--- config.mk ---
export PLATFORM = sky130hd
export DESIGN_NAME = qrfc_core
export DESIGN_NICKNAME = d
export VERILOG_FILES = /design/src/hdl/qrfc_pkg.sv /design/src/hdl/qrfc_core.sv
export SDC_FILE = /design/constraint.sdc
export NUM_CORES = 1
export LEC_CHECK = 0
export ABC_CLOCK_PERIOD_IN_PS = 4800
export BUFFER_PORTS_ARGS = -buffer_cell sky130_fd_sc_hd__clkbuf_2
export CAP_MARGIN = 10
export CORE_MARGIN = 2
export CORE_UTILIZATION = 55
export DETAILED_ROUTE_END_ITERATION = 16
export PLACE_DENSITY_LB_ADDON = 0.25
export SLEW_MARGIN = 20
export SYNTH_ARGS = -nofsm -noshare
export SYNTH_HDL_FRONTEND = slang
export SYNTH_SLANG_ARGS = --single-unit
--- constraint.sdc ---
create_clock -name clock -period 4.8 [get_ports clock]
set_clock_uncertainty 0.15 [all_clocks]
set_input_delay 0.72 -clock clock [delete_from_list [all_inputs] [get_ports clock]]
set_output_delay 0.72 -clock clock [all_outputs]
set_load 0.03 [all_outputs]
--- src/hdl/qrfc_pkg.sv ---
package qrfc_pkg;

   localparam int OUT_BITS = 24;

   localparam logic [7:0] CHAR_NL    = 8'd10;
   localparam logic [7:0] CHAR_LT    = 8'h3c;
   localparam logic [7:0] CHAR_GT    = 8'h3e;
   localparam logic [7:0] CHAR_PLUS  = 8'h2b;
   localparam logic [7:0] CHAR_COLON = 8'h3a;
   localparam logic [7:0] CHAR_DOT   = 8'h2e;
   localparam logic [7:0] CHAR_ZERO  = 8'h30;
   localparam logic [7:0] CHAR_NINE  = 8'h39;
   localparam logic [7:0] CHAR_SPACE = 8'h20;
   localparam logic [7:0] CHAR_TILDE = 8'h7e;

   localparam logic [3:0] HDR_LEN = 4'd13;
   localparam logic [2:0] END_LEN = 3'd4;

   typedef enum logic [3:0] {
      PH_HDR      = 4'd0,
      PH_LSTART   = 4'd1,
      PH_END      = 4'd2,
      PH_DOT      = 4'd3,
      PH_NAME     = 4'd4,
      PH_TYPE     = 4'd5,
      PH_SIZE     = 4'd6,
      PH_DATA     = 4'd7,
      PH_DCOLON   = 4'd8,
      PH_PEND     = 4'd9,
      PH_FINISHED = 4'd10
   } phase_type;

   typedef enum logic [2:0] {
      ST_ACCEPTED = 3'd0,
      ST_PROPERTY = 3'd1,
      ST_OBJECT   = 3'd2,
      ST_FINISHED = 3'd3,
      ST_ERROR    = 3'd4
   } status_type;

   typedef enum logic [3:0] {
      ERR_NONE       = 4'd0,
      ERR_BAD_START  = 4'd1,
      ERR_BAD_HEADER = 4'd2,
      ERR_NO_PLUS    = 4'd3,
      ERR_NO_DOT     = 4'd4,
      ERR_NO_COLON   = 4'd5,
      ERR_NONDIGIT   = 4'd6,
      ERR_EXTRA_DATA = 4'd7,
      ERR_PREMATURE  = 4'd8
   } err_type;

   typedef struct packed {
      status_type           status;
      err_type              error_code;
      logic [OUT_BITS-1:0]  line_number;
      logic [OUT_BITS-1:0]  prop_type;
      logic [OUT_BITS-1:0]  prop_size;
      logic [OUT_BITS-1:0]  nonprint_count;
      logic [OUT_BITS-1:0]  object_count;
   } qrfc_result_type;

   // Expected bytes of the object start line "<Obj:1:msg:1:".
   function automatic logic [7:0] hdr_char(input logic [3:0] idx);
      logic [7:0] c;
      unique case (idx)
         4'd0:    c = CHAR_LT;
         4'd1:    c = 8'h4f;
         4'd2:    c = 8'h62;
         4'd3:    c = 8'h6a;
         4'd4:    c = CHAR_COLON;
         4'd5:    c = 8'h31;
         4'd6:    c = CHAR_COLON;
         4'd7:    c = 8'h6d;
         4'd8:    c = 8'h73;
         4'd9:    c = 8'h67;
         4'd10:   c = CHAR_COLON;
         4'd11:   c = 8'h31;
         4'd12:   c = CHAR_COLON;
         default: c = 8'h00;
      endcase
      return c;
   endfunction

   // Expected bytes of the closing line ">End".
   function automatic logic [7:0] end_char(input logic [1:0] idx);
      logic [7:0] c;
      unique case (idx)
         2'd0: c = CHAR_GT;
         2'd1: c = 8'h45;
         2'd2: c = 8'h6e;
         2'd3: c = 8'h64;
      endcase
      return c;
   endfunction

endpackage

--- src/hdl/qrfc_core.sv ---
module qrfc_core #(
   parameter int COUNT_BITS = 24
) (
   input  logic                     clock,
   input  logic                     reset,
   input  logic                     accept,
   input  logic                     kind,
   input  logic [7:0]               byte_value,
   output qrfc_pkg::qrfc_result_type result
);
   import qrfc_pkg::*;

   localparam int WIDE_BITS = COUNT_BITS + 4;

   phase_type             phase_ff, phase_in;
   logic [3:0]            match_ff, match_in;
   logic [COUNT_BITS-1:0] acc_ff, acc_in;
   logic [COUNT_BITS-1:0] type_ff, type_in;
   logic [COUNT_BITS-1:0] remain_ff, remain_in;
   logic [COUNT_BITS-1:0] np_ff, np_in;
   logic [COUNT_BITS-1:0] line_ff, line_in;
   logic [COUNT_BITS-1:0] obj_ff, obj_in;
   err_type               sticky_ff, sticky_in;

   err_type               byte_err;
   logic                  obj_done;
   logic                  prop_done;
   logic                  finish_ok;
   logic                  is_digit;
   logic                  is_nonprint;
   logic [WIDE_BITS-1:0]  acc_wide;
   logic [COUNT_BITS-1:0] acc_next;

   function automatic logic [COUNT_BITS-1:0] sat_inc(input logic [COUNT_BITS-1:0] v);
      return (v == {COUNT_BITS{1'b1}}) ? v : v + 1'b1;
   endfunction

   assign is_digit    = (byte_value >= CHAR_ZERO) && (byte_value <= CHAR_NINE);
   assign is_nonprint = (byte_value < CHAR_SPACE) || (byte_value > CHAR_TILDE);
   assign finish_ok   = ((phase_ff == PH_HDR) && (match_ff == 4'd0)) ||
                        ((phase_ff == PH_DOT) && (match_ff == 4'd1));

   // acc * 10 + digit, built from two shifts; the top four bits flag overflow.
   assign acc_wide = ({4'b0000, acc_ff} << 3) + ({4'b0000, acc_ff} << 1) +
                     WIDE_BITS'(byte_value[3:0]);
   assign acc_next = (acc_wide[WIDE_BITS-1:COUNT_BITS] != 4'd0) ?
                     {COUNT_BITS{1'b1}} : acc_wide[COUNT_BITS-1:0];

   always_comb begin
      phase_in  = phase_ff;
      match_in  = match_ff;
      acc_in    = acc_ff;
      type_in   = type_ff;
      remain_in = remain_ff;
      np_in     = np_ff;
      line_in   = line_ff;
      obj_in    = obj_ff;
      sticky_in = sticky_ff;
      byte_err  = ERR_NONE;
      obj_done  = 1'b0;
      prop_done = 1'b0;
      if (sticky_ff == ERR_NONE && phase_ff != PH_FINISHED) begin
         if (kind) begin
            if (finish_ok) begin
               phase_in = PH_FINISHED;
               if (phase_ff == PH_DOT) begin
                  obj_in = sat_inc(obj_ff);
               end
            end else begin
               sticky_in = ERR_PREMATURE;
            end
         end else begin
            unique case (phase_ff)
               PH_HDR: begin
                  if (match_ff < HDR_LEN) begin
                     if (byte_value == hdr_char(match_ff)) match_in = match_ff + 4'd1;
                     else byte_err = (match_ff == 4'd0) ? ERR_BAD_START : ERR_BAD_HEADER;
                  end else if (byte_value == CHAR_NL) begin
                     phase_in = PH_LSTART;
                     match_in = 4'd0;
                  end else begin
                     byte_err = ERR_BAD_HEADER;
                  end
               end
               PH_LSTART: begin
                  if (byte_value == CHAR_PLUS) begin
                     phase_in = PH_NAME;
                  end else if (byte_value == CHAR_GT) begin
                     phase_in = PH_END;
                     match_in = 4'd1;
                  end else begin
                     byte_err = ERR_NO_PLUS;
                  end
               end
               PH_END: begin
                  if (match_ff < 4'(END_LEN)) begin
                     if (byte_value == end_char(match_ff[1:0])) match_in = match_ff + 4'd1;
                     else byte_err = ERR_NO_PLUS;
                  end else if (byte_value == CHAR_NL) begin
                     phase_in = PH_DOT;
                     match_in = 4'd0;
                  end else begin
                     byte_err = ERR_NO_PLUS;
                  end
               end
               PH_DOT: begin
                  if (match_ff == 4'd0) begin
                     if (byte_value == CHAR_DOT) match_in = 4'd1;
                     else byte_err = ERR_NO_DOT;
                  end else if (byte_value == CHAR_NL) begin
                     obj_in   = sat_inc(obj_ff);
                     phase_in = PH_HDR;
                     match_in = 4'd0;
                     obj_done = 1'b1;
                  end else begin
                     byte_err = ERR_NO_DOT;
                  end
               end
               PH_NAME: begin
                  if (byte_value == CHAR_COLON) begin
                     phase_in = PH_TYPE;
                     acc_in   = '0;
                  end else if (byte_value == CHAR_NL) begin
                     byte_err = ERR_NO_COLON;
                  end
               end
               PH_TYPE, PH_SIZE: begin
                  if (byte_value == CHAR_COLON) begin
                     if (phase_ff == PH_TYPE) begin
                        type_in  = acc_ff;
                        acc_in   = '0;
                        phase_in = PH_SIZE;
                     end else begin
                        remain_in = acc_ff;
                        np_in     = '0;
                        phase_in  = (acc_ff == '0) ? PH_DCOLON : PH_DATA;
                     end
                  end else if (byte_value == CHAR_NL) begin
                     byte_err = ERR_NO_COLON;
                  end else if (!is_digit) begin
                     byte_err = ERR_NONDIGIT;
                  end else begin
                     acc_in = acc_next;
                  end
               end
               PH_DATA: begin
                  if (is_nonprint) np_in = sat_inc(np_ff);
                  if (remain_ff != '0) remain_in = remain_ff - 1'b1;
                  if (remain_ff <= COUNT_BITS'(1)) phase_in = PH_DCOLON;
               end
               PH_DCOLON: begin
                  if (byte_value == CHAR_COLON) phase_in = PH_PEND;
                  else byte_err = ERR_NO_COLON;
               end
               PH_PEND: begin
                  if (byte_value == CHAR_NL) begin
                     phase_in  = PH_LSTART;
                     prop_done = 1'b1;
                  end else begin
                     byte_err = ERR_EXTRA_DATA;
                  end
               end
               default: begin
                  byte_err = ERR_BAD_HEADER;
               end
            endcase
            // Every newline that is taken without error advances the line count,
            // data newlines included.
            if (byte_err != ERR_NONE) begin
               sticky_in = byte_err;
            end else if (byte_value == CHAR_NL) begin
               line_in = sat_inc(line_ff);
            end
         end
      end
   end

   always_comb begin
      result.status         = ST_ACCEPTED;
      result.error_code     = ERR_NONE;
      result.line_number    = OUT_BITS'(line_ff);
      result.prop_type      = '0;
      result.prop_size      = '0;
      result.nonprint_count = '0;
      result.object_count   = OUT_BITS'(obj_in);
      priority if (sticky_ff != ERR_NONE) begin
         result.status     = ST_ERROR;
         result.error_code = sticky_ff;
      end else if (phase_ff == PH_FINISHED) begin
         result.status = ST_FINISHED;
      end else if (kind) begin
         if (finish_ok) begin
            result.status = ST_FINISHED;
         end else begin
            result.status     = ST_ERROR;
            result.error_code = ERR_PREMATURE;
         end
      end else if (byte_err != ERR_NONE) begin
         result.status     = ST_ERROR;
         result.error_code = byte_err;
      end else if (prop_done) begin
         result.status         = ST_PROPERTY;
         result.prop_type      = OUT_BITS'(type_ff);
         result.prop_size      = OUT_BITS'(acc_ff);
         result.nonprint_count = OUT_BITS'(np_ff);
      end else if (obj_done) begin
         result.status = ST_OBJECT;
      end else begin
         result.status = ST_ACCEPTED;
      end
   end

   always_ff @(posedge clock) begin
      if (reset) begin
         phase_ff  <= PH_HDR;
         match_ff  <= 4'd0;
         acc_ff    <= '0;
         type_ff   <= '0;
         remain_ff <= '0;
         np_ff     <= '0;
         line_ff   <= COUNT_BITS'(1);
         obj_ff    <= '0;
         sticky_ff <= ERR_NONE;
      end else if (accept) begin
         phase_ff  <= phase_in;
         match_ff  <= match_in;
         acc_ff    <= acc_in;
         type_ff   <= type_in;
         remain_ff <= remain_in;
         np_ff     <= np_in;
         line_ff   <= line_in;
         obj_ff    <= obj_in;
         sticky_ff <= sticky_in;
      end
   end

endmodule

==> results.py, run 1 <==
metrics = {
    "synthesis": {
        "yosys.area.top_type": "dfxtp_1",
        "synth_ff_type": "dfxtp_1",
        "async_flop_share": 0,
        "synth.ff_latch_count": 163,
        "ys_warn_count": 0,
        "avgSynthCellArea_um2": 7.62,
        "synth.distinct_cells": 88,
        "synth_edf_count": 0,
        "synthesis.nets": 1534,
        "synth.area.top_cells": "dfxtp_1, ha_1, nand2_1, nor2_1, a21oi_1",
        "yosysTopAreaCellShare": 0.292,
        "synth_cells": 1464,
        "yosysSeqAreaShare": 0.292,
        "netlist_area_mm2": 0.0112,
    },
    "detailed_routing": {
        "dr.pass1.iters": 5,
        "wl_per_cell_um": 16.8,
        "highest_layer": "met4",
        "routed-wl-met2_um": 13800,
        "drt_wl_total_um": 30900,
        "drc_errors": 0,
        "num_vias": 11200,
        "vias_per_cell": 6.13,
        "first_iter_violations": 1034,
        "wl_met1_um": 14000,
        "wl_met3_um": 2430,
        "route.antenna.remaining_nets": 0,
    },
    "power_and_ir_drop": {
        "clockPowerShare": 0.449,
        "power_frac_comb": 0.115,
        "switchingPower_uw": 915,
        "power.total_uw": 3190,
        "ir_drop_uv": 232,
        "netSwitchingFraction": 0.287,
        "pwr-share-seq": 0.436,
        "p_leak_uw": 0.00500,
        "cellPowerDensity_mw_per_mm2": 254,
        "intPower_uw": 2270,
    },
    "final_layout": {
        "final_nets": 1619,
        "syn2layout_area_growth_pct": 12.5,
        "drive_gt1_frac": 0.145,
        "stdcell_area_mm2": 0.0125,
    },
    "floorplanning": {
        "die_x_um": 146,
        "io_pins": 139,
        "die_h_um": 146,
        "initial_utilization": 0.557,
        "die-area_mm2": 0.0214,
        "fp-row-count": 52,
        "coreArea_mm2": 0.0200,
    },
    "clock_tree": {
        "cts_buffer_depth": 2,
        "h-tree-depth": 4,
        "cts_tree": "yes",
        "hold_buffers": 0,
        "cts-root-buf": "clkbuf_16",
        "cts.sinks": 163,
        "clk_pin_slew_ns": 0.07,
        "cts_made_buffers": 17,
        "clkLatencyLatePin_ns": 0.43,
    },
    "placement": {
        "gp_congestion": 0.937,
        "hpwl_um": 22000,
        "port_buffers": 138,
        "dpl_worst_slack_ns": 0.451,
        "placed_area_mm2": 0.0119,
    },
    "job": {
        "maxCapViolations": 0,
    },
    "critical_path": {
        "critPathMaxFanout": 10,
        "cp-end-kind": "primary output",
        "r2r-start": "acc_ff[2]",
        "critPathKind": "register to primary output",
        "required_ns": 3.93,
        "reg2regPathDepth": 11,
        "worstSetupStartpointType": "register",
        "r2r_end": "acc_ff[12]",
        "regToRegSetupSlack_ns": 0.99,
        "critPathArrivalTime_ns": 3.51,
    },
    "sta": {
        "fin_ws_ns": 0.425,
        "fin_crit_sh": 0.911,
        "finalHoldViolCount": 0,
        "rsz0062_at_grt": "no",
        "slew_headroom": 0.250,
        "fmax_mhz": 229,
        "setup_violations": 0,
        "tns_ns": 0,
        "tightest_slew_ns": 1.13,
        "slew_violations": 0,
        "finalCriticalPeriod_ns": 4.38,
    },
    "global_routing": {
        "grt_pass1_vias": 10100,
        "antenna_found_initial": 1,
        "grt.total_usage": 0.283,
        "grt_pass1_wl_um": 50500,
        "grt_max_degree": 73,
        "grt-ovfl-total": 0,
    },
    "min_path": {
        "hold_depth": 2,
        "min_path_type": "register to register",
        "hold_path.startpoint": "type_ff[8]",
        "hold_end": "type_ff[8]",
    },
    "outcome": {
        "run_status": "finished, final reports clean",
    },
}
## per-stage QoR
stage	util	hold slack (ns)	instances
finish	0.626	0.298	1833
global route	0.626	0.312	1833
CTS	0.626	0.299	1832
detailed placement	0.595	0.290	1800
global placement	0.595	0.285	1800
floorplan	-	0.277	1464
## cells by family after synthesis
| logic type | count (synthesis) | share of synthesized area |
|---|---|---|
| multiplexers | 5 | 0.00471 |
| XOR/XNOR | 98 | 0.0769 |
| adder cells (fa/ha/maj) | 58 | 0.0664 |
| AND/OR/NAND/NOR | 691 | 0.319 |
| AO/OA/AOI/OAI | 334 | 0.195 |
| flip-flops | 163 | 0.292 |
| buffers and inverters | 115 | 0.0452 |
## cell usage after synthesis (5+ instances only)
master     number
nor4_1         48
and3_1         19
nor3b_1         9
or4_1          15
ha_1           56
o211ai_1        6
buf_2           6
or3_1          21
o21bai_1        5
nor3_1         33
xnor2_1        42
nand4_1        26
or2_2           9
and4_1          9
nand3_1        58
o21ai_0        62
o32ai_1         7
clkbuf_1       71
o31ai_1        13
o21a_1         12
o2bb2ai_1      24
a221oi_1        6
xor2_1         56
a22oi_1         7
nand2_1       165
and2_1         84
inv_1          28
nor2_1        158
a21oi_1       108
a211oi_1       16
a31oi_1         7
a21o_1         15
dfxtp_1       163
o22ai_1         5
## worst max-delay path by stage
stage / cells past startpoint / from / endpoint / slack [ns]
after global placement: 10 / byte_value[0] / result[23] / 0.50
after floorplan: 10 / byte_value[2] / result[23] / 0.60
after CTS: 11 / match_ff[0] / result[23] / 0.34
after detailed placement: 10 / byte_value[0] / result[23] / 0.45
final: 11 / match_ff[0] / result[23] / 0.42
after global routing: 11 / match_ff[0] / result[23] / 0.09
## final cells by class
type	instances	area [um^2]
clock inverters	15	186
clock buffers	17	425
diodes	1	2.50
multi-input cells	1186	7410
repair buffers	153	818
inverters	28	105
flip-flops and latches	163	3260
fillers	1853	7490
well taps	270	338
## layout by cell type (no fill, tap or decap), types with 26 or more instances in the layout
cell type / instances
nor2_1: 156
ha_1: 55
and2_1: 84
nand4_1: 26
dfxtp_1: 163
nand3_1: 58
o21ai_0: 62
nor3_1: 33
nor4_1: 46
clkbuf_2: 137
nand2_1: 165
xnor2_1: 42
xor2_1: 56
a21oi_1: 108
inv_1: 28
## per-layer routing
metal / GRT usage / vias to the layer above
met3: 0.0481 / 59
met4: 0.0854 / 0
met2: 0.449 / 494
met5: 0 / -
li1: - / 5453
met1: 0.396 / 5230
## power by group through the flow
| stage | logic [uW] | clock network, uW | registers (uW) |
|---|---|---|---|
| detailed placement | 355 | 0 | 1420 |
| floorplan | 281 | 0 | 1400 |
| finish | 366 | 1430 | 1390 |
| global placement | 351 | 0 | 1420 |
| global route | 398 | 1510 | 1390 |
| CTS | 359 | 1440 | 1390 |
## sequential cells by signal (all words and copies together) (netlist names), named ones only
register and count:
acc_ff 24, line_ff 24, np_ff 24, obj_ff 24, remain_ff 24, type_ff 24, match_ff 4, phase_ff 4
sticky_ff 4
## critical path: stages (launching register included)
cell and delay (ns):
dfxtp_1 0.37, inv_1 0.20, ha_2 0.33, nor3b_1 0.29, o2111a_1 0.31, o21ai_0 0.14
a21o_1 0.23, or2_1 0.34, nor3_2 0.34, nand4_1 0.15, xnor2_1 0.15, clkbuf_2 0.22
## repair_timing
action	4_1_cts	5_1_grt
gates resized for setup	0	2
setup endpoints to repair	0	1
setup buffers	0	0
(Power assumes the default switching activity.)
==> inputs of run 2 (changes only) <==
--- a/config.mk
+++ b/config.mk
@@ -9,7 +9,7 @@
 export BUFFER_PORTS_ARGS = -buffer_cell sky130_fd_sc_hd__clkbuf_2
 export CAP_MARGIN = 10
 export CORE_MARGIN = 2
-export CORE_UTILIZATION = 55
+export CORE_UTILIZATION = 50
 export DETAILED_ROUTE_END_ITERATION = 16
 export PLACE_DENSITY_LB_ADDON = 0.25
 export SLEW_MARGIN = 20
==> results.py, run 2 (synthesized netlist as in run 1, its figures left out) <==
metrics = {
    "critical_path": {
        "critPathKind": "register to primary output",
        "critPathMaxFanout": 10,
        "required_ns": 3.93,
        "cpPeakStageDelay_ns": 0.42,
        "slowest_stage": "dfxtp_1",
        "cp-end-kind": "primary output",
        "critPathArrivalTime_ns": 3.63,
        "worstSetupStartpointType": "register",
        "path_cells": "inv_1, ha_1, nor3b_1, nor4_1, o21ai_0, a21o_1, or2_1, nor3_2, nand4_1, xnor2_1, clkbuf_2",
    },
    "clock_tree": {
        "cts_tree": "yes",
        "cts_buffer_depth": 2,
        "hold_buffers": 0,
        "cts-root-buf": "clkbuf_16",
        "clk_pin_slew_ns": 0.07,
        "cts.sinks": 163,
        "post_cts_buffers": 0,
        "clkLatencyLatePin_ns": 0.44,
        "cts_resized": 0,
        "h-tree-depth": 4,
        "cts_made_buffers": 17,
    },
    "detailed_routing": {
        "drt_wl_total_um": 31000,
        "vias_per_cell": 6.02,
        "drc_errors": 0,
        "wl_per_cell_um": 16.8,
        "highest_layer": "met5",
        "num_vias": 11100,
        "wl_met1_um": 14500,
        "first_iter_violations": 893,
        "dr.pass1.iters": 6,
        "wl_met3_um": 2390,
        "routed-wl-met2_um": 13600,
        "route.antenna.remaining_nets": 0,
    },
    "floorplanning": {
        "coreArea_mm2": 0.0219,
        "fp-row-count": 54,
        "io_pins": 139,
        "die_x_um": 153,
        "die-area_mm2": 0.0235,
        "initial_utilization": 0.510,
        "die_h_um": 153,
    },
    "final_layout": {
        "mostFrequentLayoutCell": "nand2_1",
        "fin_util": 0.572,
        "fillers": 2082,
        "final_nets": 1623,
        "syn2layout_area_growth_pct": 12.3,
        "most-common-layout-cells": "nand2_1, dfxtp_1, nor2_1",
        "drive_gt1_frac": 0.146,
    },
    "placement": {
        "port_buffers": 138,
        "gp_congestion": 0.957,
        "hpwl_um": 22100,
    },
    "power_and_ir_drop": {
        "intPower_uw": 2180,
        "switchingPower_uw": 889,
        "ir_drop_uv": 213,
        "pwr-share-seq": 0.453,
        "p_leak_uw": 0.00500,
        "power.total_uw": 3070,
        "cellPowerDensity_mw_per_mm2": 245,
        "power_frac_comb": 0.118,
        "netSwitchingFraction": 0.290,
        "clockPowerShare": 0.429,
    },
    "sta": {
        "rsz0062_at_grt": "no",
        "tightest_slew_ns": 0.992,
        "slew_violations": 0,
        "tns_ns": 0,
        "setup_violations": 0,
        "hold_ws_ns": 0.300,
        "slew_headroom": 0.338,
        "finalHoldViolCount": 0,
        "fmax_mhz": 222,
        "finalCriticalPeriod_ns": 4.50,
        "fin_crit_sh": 0.937,
    },
    "min_path": {
        "min_path_type": "register to register",
    },
    "global_routing": {
        "grt-ovfl-total": 0,
        "grt_pass1_wl_um": 50900,
        "grt.total_usage": 0.258,
        "antenna_found_initial": 2,
        "grt_pass1_vias": 9951,
        "grt_max_degree": 73,
    },
    "outcome": {
        "run_status": "finished, final reports clean",
    },
    "job": {
        "maxCapViolations": 0,
    },
}
run 2: cell types whose count changed in the layout (fill, tap and decap cells not counted), sizes merged:
cell and delta:
clkbuf +3, bufinv -2, clkinvlp +1, clkinv +2
inv -4, buf +4
run 2: critical path: cells and delay by family (launching register included):
family                     cells  cell delay [ns]
xor gates and xnor gates       1             0.17
buffers and inverters          2             0.39
adders and majority gates      1             0.37
AOI/OAI and AO/OA              2             0.44
and+or+nand+nor                5             1.40
DFF                            1             0.42
run 2: metal layers:
layer  vias to the layer above  global-route usage
met4                         2              0.0686
met3                        55              0.0422
met2                       418               0.392
met5                         -                   0
li1                       5475                   -
met1                      5178               0.378
run 2: power groups by stage:
stage	Clock (uW)	Combinational (uW)	Sequential, uW
final	1320	363	1390
after global routing	1390	394	1390
after CTS	1330	359	1390
after detailed placement	0	358	1420
after global placement	0	355	1420
after floorplan	0	281	1400
run 2: cell type report:
type	count	area, um^2	share of cell area
Sequential cell	163	3260	0.260
Inverter	28	105	0.00839
Timing Repair Buffer	157	848	0.0677
Multi-Input combinational cell	1186	7410	0.591
Clock buffer	20	457	0.0365
Antenna cell	1	2.50	0.000200
Clock inverter	12	96.3	0.00769
Tap cell	280	350	0.0280
run 2: path summary, 6_finish.rpt:
check,end,slack [ns],depth (start not counted),startpoint
setup / recovery,result[23],0.30,11,match_ff[0]
hold / removal,type_ff[21],0.30,2,type_ff[21]
setup reg to reg,register,0.92,10,match_ff[0]
hold reg to reg,type_ff[21],0.30,2,type_ff[21]
run 2: metrics by stage:
step	setup slack [ns]	cell area [um^2]	cells
after floorplan	0.604	11200	1464
after global placement	0.498	12000	1814
after detailed placement	0.402	12000	1814
after CTS	0.329	12500	1846
after global routing	0.0471	12500	1847
final	0.304	12500	1847
